**src/design/btff_pkg.sv**
```systemverilog
// Shared types and constants of the boundary-tag first-fit allocator.
package btff_pkg;

    localparam int HEAP_WORDS = 4096;
    localparam int WORD_BYTES = 8;
    localparam int TAG_WORDS  = 2;
    localparam int AW         = $clog2(HEAP_WORDS);
    localparam int SW         = AW + 1;
    localparam int NW         = 14;
    localparam int BW         = 16;
    localparam int BYTE_SHIFT = $clog2(WORD_BYTES);

    localparam logic OP_ALLOC = 1'b0;
    localparam logic OP_FREE  = 1'b1;

    localparam logic ST_DONE  = 1'b0;
    localparam logic ST_NOFIT = 1'b1;

    typedef struct packed {
        logic          op;
        logic [NW-1:0] need;
        logic [AW-1:0] hdr;
        logic          pw_low;
    } t_cmd;

    typedef struct packed {
        logic          used;
        logic [SW-1:0] size;
    } t_tag;

endpackage

```
**src/design/btff_front.sv**
```systemverilog
// Front end: accept requests, precompute word counts and header address, queue them.
module btff_front
    import btff_pkg::*;
(
    input  logic          i_clk,
    input  logic          i_rst_n,
    input  logic          i_in_valid,
    output logic          o_in_stall,
    input  logic          i_opcode,
    input  logic [BW-1:0] i_request_bytes,
    input  logic [AW-1:0] i_payload_word,
    input  logic          i_busy,
    output logic          o_cmd_valid,
    output t_cmd          o_cmd,
    input  logic          i_cmd_pop
);

    t_cmd        r_q [2];
    logic        r_wp;
    logic        r_rp;
    logic [1:0]  r_cnt;
    logic        w_push;
    logic [BW:0] w_sum;
    t_cmd        w_cmd;

    assign o_in_stall  = i_busy || (r_cnt == 2'd2);
    assign w_push      = i_in_valid && !o_in_stall;
    assign o_cmd_valid = (r_cnt != 2'd0);
    assign o_cmd       = r_q[r_rp];

    // round bytes plus both tags up to whole words
    assign w_sum = {1'b0, i_request_bytes}
                 + (BW+1)'(TAG_WORDS * WORD_BYTES + WORD_BYTES - 1);

    always_comb begin
        w_cmd.op     = i_opcode;
        w_cmd.need   = NW'(w_sum >> BYTE_SHIFT);
        w_cmd.hdr    = i_payload_word - AW'(1);
        w_cmd.pw_low = (i_payload_word < AW'(3));
    end

    always_ff @(posedge i_clk) begin
        if (w_push) begin
            r_q[r_wp] <= w_cmd;
        end
    end

    always_ff @(posedge i_clk) begin
        if (!i_rst_n) begin
            r_wp  <= 1'b0;
            r_rp  <= 1'b0;
            r_cnt <= 2'd0;
        end else begin
            if (w_push) begin
                r_wp <= ~r_wp;
            end
            if (i_cmd_pop) begin
                r_rp <= ~r_rp;
            end
            r_cnt <= r_cnt + 2'(w_push) - 2'(i_cmd_pop);
        end
    end

endmodule

```
**config.mk**
```make
export PLATFORM = sky130hd
export DESIGN_NAME = btff_front
export DESIGN_NICKNAME = d
export VERILOG_FILES = /design/src/design/btff_pkg.sv /design/src/design/btff_front.sv
export SDC_FILE = /design/constraint.sdc
export NUM_CORES = 1
export LEC_CHECK = 0
export ABC_AREA = 1
export BUFFER_PORTS_ARGS = -buffer_cell sky130_fd_sc_hd__buf_2
export CELL_PAD_IN_SITES_DETAIL_PLACEMENT = 0
export CELL_PAD_IN_SITES_GLOBAL_PLACEMENT = 1
export CORE_MARGIN = 1
export CORE_UTILIZATION = 40
export DETAILED_ROUTE_END_ITERATION = 8
export GPL_ROUTABILITY_DRIVEN = 0
export PLACE_DENSITY = 0.77
export SLEW_MARGIN = 20
export SYNTH_ARGS = -nofsm -noshare
export SYNTH_HDL_FRONTEND = slang
export SYNTH_SLANG_ARGS = --single-unit
export TNS_END_PERCENT = 100
```
**constraint.sdc**
```tcl
create_clock -name i_clk -period 3.45 [get_ports i_clk]
set_input_delay 0 -clock i_clk [delete_from_list [all_inputs] [get_ports i_clk]]
set_output_delay 0 -clock i_clk [all_outputs]
set_load 0.02 [all_outputs]
```
# Yosys cells after proc, flatten, opt, wreduce, memory -nomap -nowiden
# Memory sizes are Yosys's and may differ from the RTL's. A register that Yosys moved wholly into a read port is not among the register bits.
# Cells that the tools add are included.
[word_totals] ff_bits=4 ram_bits=56 out_inout_bits=30 elab_cells=20 n_memories=1
[memory_table] memory="r_q" words=2 width=28 rd=1 rd_ports_with_merged_regs=1 wr=1 line="btff_front.sv:18" text="t_cmd r_q [2];"
[op_classes] n_addsub=4 n_lt_le_gt_ge=1 n_eq_ne=1 muxes=4 n_bitwise=2 n_reduce_logical=4
[ops] operator="$add 16x5->17 const B" n=1
[ops] operator="$lt 12x2->1 const B" n=1
[ops] operator="$sub 12x1->12 const B" n=1
[ops] operator="$mux 1" n=4
[ops] operator="$add 2x1->2" n=1
[ops] operator="$eq 2x2->1 const B" n=1
[ops] operator="$not 1->1" n=2
[ops] operator="$reduce_bool 2->1" n=1
[ops] operator="$sub 2x1->2" n=1
[ops] operator="$logic_and 1x1->1" n=1
[ops] operator="$logic_not 1->1" n=1
[ops] operator="$logic_or 1x1->1" n=1

# Logic depth before layout (Yosys ltp)
# Gate-level depths: netlist of run 1.
[logic_depth] ltp_word=6 mapped_depth=9 ltp_nobuf=9

# Worst setup path after synthesis of run 1
# Ideal clock, no wire load.
[synth_path] kind="register to register" startpoint="register r_cnt[0]" endpoint="memory r_q[0][0] (netlist bit), enable pin" arrival_time_ns=1.769 required_time_ns=3.037 setup_slack_ns=1.268 stages_incl_launch_ff=5 path_cell_list="dfxtp_1 -> inv_1 -> nand2_1 -> nand3_1 -> nor2_1"
[synth_via] elab_chain_len=6
[synth_rtl] element="start: declaration" line="btff_front.sv:21" text="logic [1:0] r_cnt;"
[synth_rtl] element="start signal: assignment" line="btff_front.sv:60" text="r_cnt <= r_cnt + 2'(w_push) - 2'(i_cmd_pop);"
[synth_rtl] element="$eq 2x2->1" line="btff_front.sv:26" text="assign o_in_stall = i_busy || (r_cnt == 2'd2);"
[synth_rtl] element="$logic_or 1x1->1" line="btff_front.sv:26"
[synth_rtl] element="$logic_not 1->1" line="btff_front.sv:27" text="assign w_push = i_in_valid && !o_in_stall;"
[synth_rtl] element="$logic_and 1x1->1" line="btff_front.sv:27"
[synth_rtl] element="$mux 1" line="btff_front.sv:43" text="if (w_push) begin"
[synth_rtl] element="$mux 1 (not written as such)" line="btff_front.sv:44" text="r_q[r_wp] <= w_cmd;"
[synth_rtl] element="end: declaration" line="btff_front.sv:18"
# No other way between the ends.

# Worst setup path in the final report of run 1
[layout_path] startpoint="register r_cnt[0]" endpoint="memory r_q[1][22] (netlist bit), enable pin"
# The elaborated chain is that of the path after synthesis.

==> metrics.cfg, run 1 <==
[global_routing]
grt_pass1_wl_mm = 8.56
busiest_layer = met2
grt.met3_usage = 0.0438
grt_start_max_net_pins = 29
overflow = 0
antenna_found_initial = 0
grt_use_met2 = 0.265
grt_use_met1 = 0.165
first_global_vias = 1960
grt.total_usage = 0.150

[synth]
synthXorXnorAreaFrac = 0.0235
synth_compound_area_frac = 0.0159
yosys_warnings = 0
synthSimpleGateAreaFrac = 0.196
syn_inst = 268
synth_top_family_by_area = simple AND/OR/NAND/NOR gates
synth_fp_nets = 306
synth.distinct_cells = 25
ys_seq_area_frac = 0.596
syn_area_um2 = 2990
avgSynthCellArea_um2 = 11.1
muxShareOfSynthArea = 0.106
ys_ff_latch = 61
yosys.area_share.adder = 0.0168

[worst_setup_path]
end_kind = register
path_class = reg -> reg
rr_endpoint = r_q[1][22]
rr_worst_depth = 5
arrival_ns = 2.04
rrSetupSlack_ns = 1.44
required_ns = 3.47
startpoint_type = register
timing.rr.start = r_cnt[0]
crit_fanout = 16

[clock_tree]
cts.repair.resized = 0
cts_max_level = 3
worst_skew_pair.late_latency_ns = 0.33
clkTransAtPathRegs_ns = 0.06
post_cts_buffers = 0
cts_sinks = 61
holdBufCountCts = 4
cts_root_buffer = clkbuf_8
cts_tree = built
clk_path_buf_depth = 2
numCtsBuffers = 9

[floorplan]
core-area_um2 = 7250
die_w_um = 88.4
start_util = 0.412
dieArea_um2 = 7820
ioPinCount = 64
rows = 31
die-height_um = 88.4

[sta]
rsz0062_at_grt = false
whs_ns = 0.0153
layout_setup_ws_ns = 1.44
min_period_ns = 2.01
hold_violations = 0
tightest_slew_ns = 0.873
finalClockSkew_ns = 0.00551
setup-violations-final = 0
final_max_slew_viol_count = 0
fin_setup_tns_ns = 0
clock.fmax_mhz = 497
period_share = 0.584
maxSlewHeadroom = 0.417

[hold_path]
hold-path-endpoint = r_q[1][18]
min-delay-start = i_request_bytes[8]
hold_class = in -> reg
min_delay_path_depth = 3

[placed_design]
dp.final_hpwl_mm = 3.99
io_buffers = 63
place_ws_ns = 1.40
placedCellCount = 430

[drt]
ant_nets = 0
remaining_drc_errors = 0
drt_iter0_drc = 63
drt_pre_antenna_iters = 4
vias_per_cell = 4.61
routed_wl_mm = 5.54
wl_per_cell_um = 12.3
vias = 2074

[outcome]
outcome = finished, final reports clean

[finish]
final_cells = 450
diodes = 0
drive_gt1_frac = 0.365
nNetsFinal = 384
areaGrowthSynthToFinish_pct = 23.7

[power]
p_leak_uw = 0.00154
power.total_uw = 1840
peakVddDrop_v = 0.000220
cellPowerDensity_nw_per_um2 = 499

[job]
maxCapViolCount = 0

[layout by cell type (no fill, tap or decap)]
| cell type | Yosys | final |
|---|---|---|
| clkinv_1 | 0 | 1 |
| nor2_1 | 30 | 28 |
| nor3_1 | 2 | 2 |
| nand4_1 | 6 | 6 |
| nor2_4 | 3 | 3 |
| clkbuf_1 | 0 | 2 |
| nand3_1 | 12 | 12 |
| bufinv_16 | 0 | 3 |
| or2_2 | 1 | 1 |
| nand3b_1 | 5 | 5 |
| ha_1 | 4 | 4 |
| nand2_2 | 7 | 7 |
| inv_2 | 4 | 4 |
| dfxtp_1 | 5 | 5 |
| nand2_4 | 1 | 1 |
| o21ai_0 | 4 | 4 |
| edfxtp_1 | 56 | 56 |
| dlygate4sd3_1 | 0 | 4 |
| and2_1 | 2 | 2 |
| a21oi_1 | 4 | 4 |
| buf_4 | 0 | 3 |
| nor2_2 | 3 | 5 |
| nand2_1 | 54 | 54 |
| a21o_1 | 1 | 1 |
| xnor2_1 | 4 | 4 |
| inv_1 | 25 | 25 |
| clkbuf_8 | 0 | 9 |
| xor2_1 | 4 | 4 |
| buf_2 | 1 | 63 |
| clkinv_2 | 0 | 1 |
| mux2_2 | 28 | 28 |
[report_power, final]
part	switching, µW	total [µW]	leakage, µW	internal [µW]
Sequential	8.52	859	0.000560	850
Combinational	160	258	0.000860	97.8
Clock	251	728	0.000115	477
[worst max-delay path, cell delays in order (launching register included)]
cell and delay [ns]:
dfxtp_1 0.34, inv_1 0.06, nand2_1 0.07, nand3_1 0.17, nor2_2 0.72, buf_4 0.35
[cell type report]
| class | instances | area [µm²] |
|---|---|---|
| well taps | 99 | 124 |
| multi-input cells | 175 | 1070 |
| inverters | 29 | 109 |
| flip-flops and latches | 61 | 1780 |
| clock inverters | 5 | 98.8 |
| repair buffers | 70 | 378 |
| fillers | 660 | 3560 |
| clock buffers | 11 | 131 |
[sequential cells by signal, indices dropped and copies added (netlist names), named ones only]
| name | flops |
|---|---|
| r_rp | 1 |
| r_q | 56 |
| r_wp | 1 |
| r_cnt | 2 |
[routing by layer]
| metal | share of wire | vias to the layer above |
|---|---|---|
| met5 | 0 | - |
| met4 | 0.018 | 0 |
| met3 | 0.042 | 11 |
| met2 | 0.49 | 49 |
| met1 | 0.44 | 945 |
| li1 | - | 1069 |
[synthesized netlist by cell type]
cell	n	area share
edfxtp_1	56	0.56
nand2_1	54	0.068
nor2_1	30	0.038
mux2_2	28	0.11
inv_1	25	0.031
nand3_1	12	0.020
nand2_2	7	0.015
nand4_1	6	0.013
dfxtp_1	5	0.034
nand3b_1	5	0.013
a21oi_1	4	0.0067
ha_1	4	0.017
inv_2	4	0.0050
o21ai_0	4	0.0067
xnor2_1	4	0.012
xor2_1	4	0.012
nor2_2	3	0.0063
nor2_4	3	0.011
and2_1	2	0.0042
buf_6	2	0.0075
nor3_1	2	0.0034
a21o_1	1	0.0025
buf_2	1	0.0017
nand2_4	1	0.0038
or2_2	1	0.0021
[through the flow]
step | utilization | instance area (µm²)
floorplan | - | 2990
global placement | 0.472 | 3430
detailed placement | 0.472 | 3430
CTS | 0.510 | 3700
global route | 0.510 | 3700
finish | 0.510 | 3700
[worst max path at each step]
stage          slack [ns]  startpoint  cells past startpoint          to
6_report             1.44    r_cnt[0]                      5  r_q[1][22]
5_1_grt              1.26    r_cnt[0]                      5   r_q[1][8]
4_1_cts              1.38    r_cnt[0]                      5  r_q[1][22]
3_5_place_dp         1.40    r_cnt[0]                      5  r_q[1][21]
3_3_place_gp         1.47    r_cnt[0]                      5  r_q[1][21]
2_1_floorplan        1.27    r_cnt[0]                      4   r_q[0][0]
[logic make-up after synthesis]
group,after synthesis
AOI/OAI and AO/OA,9
xor gates and xnor gates,8
adders and majority gates,4
buffers and inverters,32
DFF,61
muxes,28
and+or+nand+nor,126
Note: power is estimated with default switching activity, not from simulation.
==> inputs of run 2 (changes only) <==
==> constraint.sdc (replaced) <==
create_clock -name i_clk -period 2 [get_ports i_clk]
set_input_delay 0 -clock i_clk [delete_from_list [all_inputs] [get_ports i_clk]]
set_output_delay 0 -clock i_clk [all_outputs]
set_load 0.02 [all_outputs]
==> run 2 against run 1 <==
  * Sequential share of layout area grew 0.76 points
  * Count of clock-buffer cells in the layout grew 3
  * Sequential power grew 72%
  * Combinational power grew 71%
  * Cell count grew 0.22%
  * Die area is the same
  * Clock power grew 24%
  * Total power grew 53%
  * Setup slack lost 1.1 ns
  * Critical endpoint is now r_cnt[1]
  * Largest cell class unchanged
==> metrics.cfg, run 2 (same netlist as run 1, synthesis figures left out) <==
[sta]
period_share = 0.815  ; +0.232
setup-violations-final = 0  ; unchanged
whs_ns = 0.0176  ; +0.00227 ns
rsz0062_at_grt = false
min_period_ns = 1.63  ; -0.383 ns
finalClockSkew_ns = 0.00421  ; -0.00129 ns
hold_violations = 0  ; unchanged
tightest_slew_ns = 0.388  ; -0.485 ns
maxSlewHeadroom = 0.741  ; +0.324
fin_setup_tns_ns = 0  ; unchanged
final_max_slew_viol_count = 0  ; unchanged
clock.fmax_mhz = 613  ; +23%

[power]
p_leak_uw = 0.00151  ; -1.7%
peakVddDrop_v = 0.000261  ; +18%
cellPowerDensity_nw_per_um2 = 776  ; +56%

[worst_setup_path]
crit_family = adder cells
path_class = reg -> reg
required_ns = 2.22  ; -1.25 ns
rr_endpoint = r_cnt[1]
critical_path.cell_chain = inv_1 -> nand2_1 -> nand3_1 -> ha_1 -> inv_1 -> ha_1 -> xnor2_1 -> o21ai_0 -> a21oi_1
startpoint_type = register
crit_buf_inv = 2  ; unchanged
critPathSlowestCell = dfxtp_1
end_kind = register
rr_worst_depth = 9  ; +4
rrSetupSlack_ns = 0.37  ; -1.07 ns
timing.rr.start = r_cnt[0]
arrival_ns = 1.85  ; -0.19 ns
cpPeakStageDelay_ns = 0.35  ; -0.37 ns
crit_fanout = 5  ; -11

[clock_tree]
cts_sinks = 61  ; unchanged
numCtsBuffers = 9  ; unchanged
worst_skew_pair.late_latency_ns = 0.33  ; about the same
clk_path_buf_depth = 2  ; unchanged
post_cts_buffers = 0  ; unchanged
cts_tree = built
cts.repair.resized = 0  ; unchanged
holdBufCountCts = 5  ; +1
clkTransAtPathRegs_ns = 0.06  ; about the same
cts_max_level = 3  ; unchanged
cts_root_buffer = clkbuf_8

[drt]
drt_iter0_drc = 54  ; -14%
ant_nets = 0  ; unchanged
remaining_drc_errors = 0  ; unchanged
vias = 2048  ; -1.3%
drt_pre_antenna_iters = 4  ; unchanged
wl_per_cell_um = 12.0  ; -2.8%
vias_per_cell = 4.54  ; -1.5%
routed_wl_mm = 5.40  ; -2.6%

[job]
maxCapViolCount = 0  ; unchanged

[floorplan]
core-area_um2 = 7250  ; unchanged
die_w_um = 88.4  ; unchanged
rows = 31  ; unchanged
start_util = 0.412  ; unchanged
ioPinCount = 64  ; unchanged
dieArea_um2 = 7820  ; unchanged
die-height_um = 88.4  ; unchanged

[finish]
drive_gt1_frac = 0.361  ; -0.00388
fin_area_um2 = 3640  ; -1.6%
final_cell_mix = 63 x buf_2, 56 x edfxtp_1, 54 x nand2_1, 28 x nor2_1, 28 x mux2_2
final_common_cell = buf_2
areaGrowthSynthToFinish_pct = 21.8
nNetsFinal = 385  ; +0.26%
final_cells = 451  ; +0.22%
diodes = 0  ; unchanged
largest_register = r_q
largest_reg_flops = 56  ; unchanged
top_regs = r_q (56), r_cnt (2)

[global_routing]
first_global_vias = 1929  ; -1.6%
grt_pass1_wl_mm = 8.74  ; +2.1%
grt.total_usage = 0.152  ; +0.00247
overflow = 0  ; unchanged
antenna_found_initial = 0  ; unchanged
grt_start_max_net_pins = 29  ; unchanged

[placed_design]
placed_area_um2 = 3430  ; unchanged
placedCellCount = 430  ; unchanged
io_buffers = 63  ; unchanged
dp.final_hpwl_mm = 3.92  ; -1.7%

[hold_path]
min-delay-start = i_request_bytes[8]
min_delay_path_depth = 3  ; unchanged
hold_class = in -> reg
hold-path-endpoint = r_q[0][18]

[outcome]
outcome = finished, final reports clean

[run 2: power by group]
part,switching [µW],internal [µW]
clock,422,481
sequential,15.0,1470
combinational,271,170
[run 2: per-layer routing]
metal	global-route usage	vias up	routed length, µm
li1	-	1071	-
met1	0.180	919	2490
met2	0.251	49	2530
met3	0.0588	9	279
met4	0.0572	0	100
met5	0	-	0
[run 2: how the worst max path moves through the flow]
stage	start	endpoint	slack, ns	cells after the start
after floorplan	r_cnt[0]	r_q[0][0]	-0.18	4
after global placement	r_cnt[0]	r_cnt[1]	0.44	9
after detailed placement	r_cnt[0]	r_cnt[1]	0.37	9
after CTS	r_cnt[0]	r_cnt[1]	0.36	9
after global routing	r_cnt[0]	r_cnt[1]	0.21	9
final	r_cnt[0]	r_cnt[1]	0.37	9
[run 2: tightest hold or removal path: stages]
cell     delay, ns
buf_2         0.11
nand2_1       0.06
nand2_1       0.07
[run 2: cell type report]
cell class	instances	area (µm²)
clock buffers	14	153
clock inverters	2	10.0
fillers	678	3610
inverters	29	109
multi-input cells	175	1070
flip-flops and latches	61	1780
well taps	99	124
repair buffers	71	388
[run 2: stage by stage]
stage               worst slack [ns]  total power (µW)  utilization
floorplan                     -0.182              1800            -
global placement               0.436              1940        0.472
detailed placement             0.373              1950        0.472
CTS                            0.358              2860        0.502
global route                   0.210              2980        0.502
finish                         0.370              2830        0.502
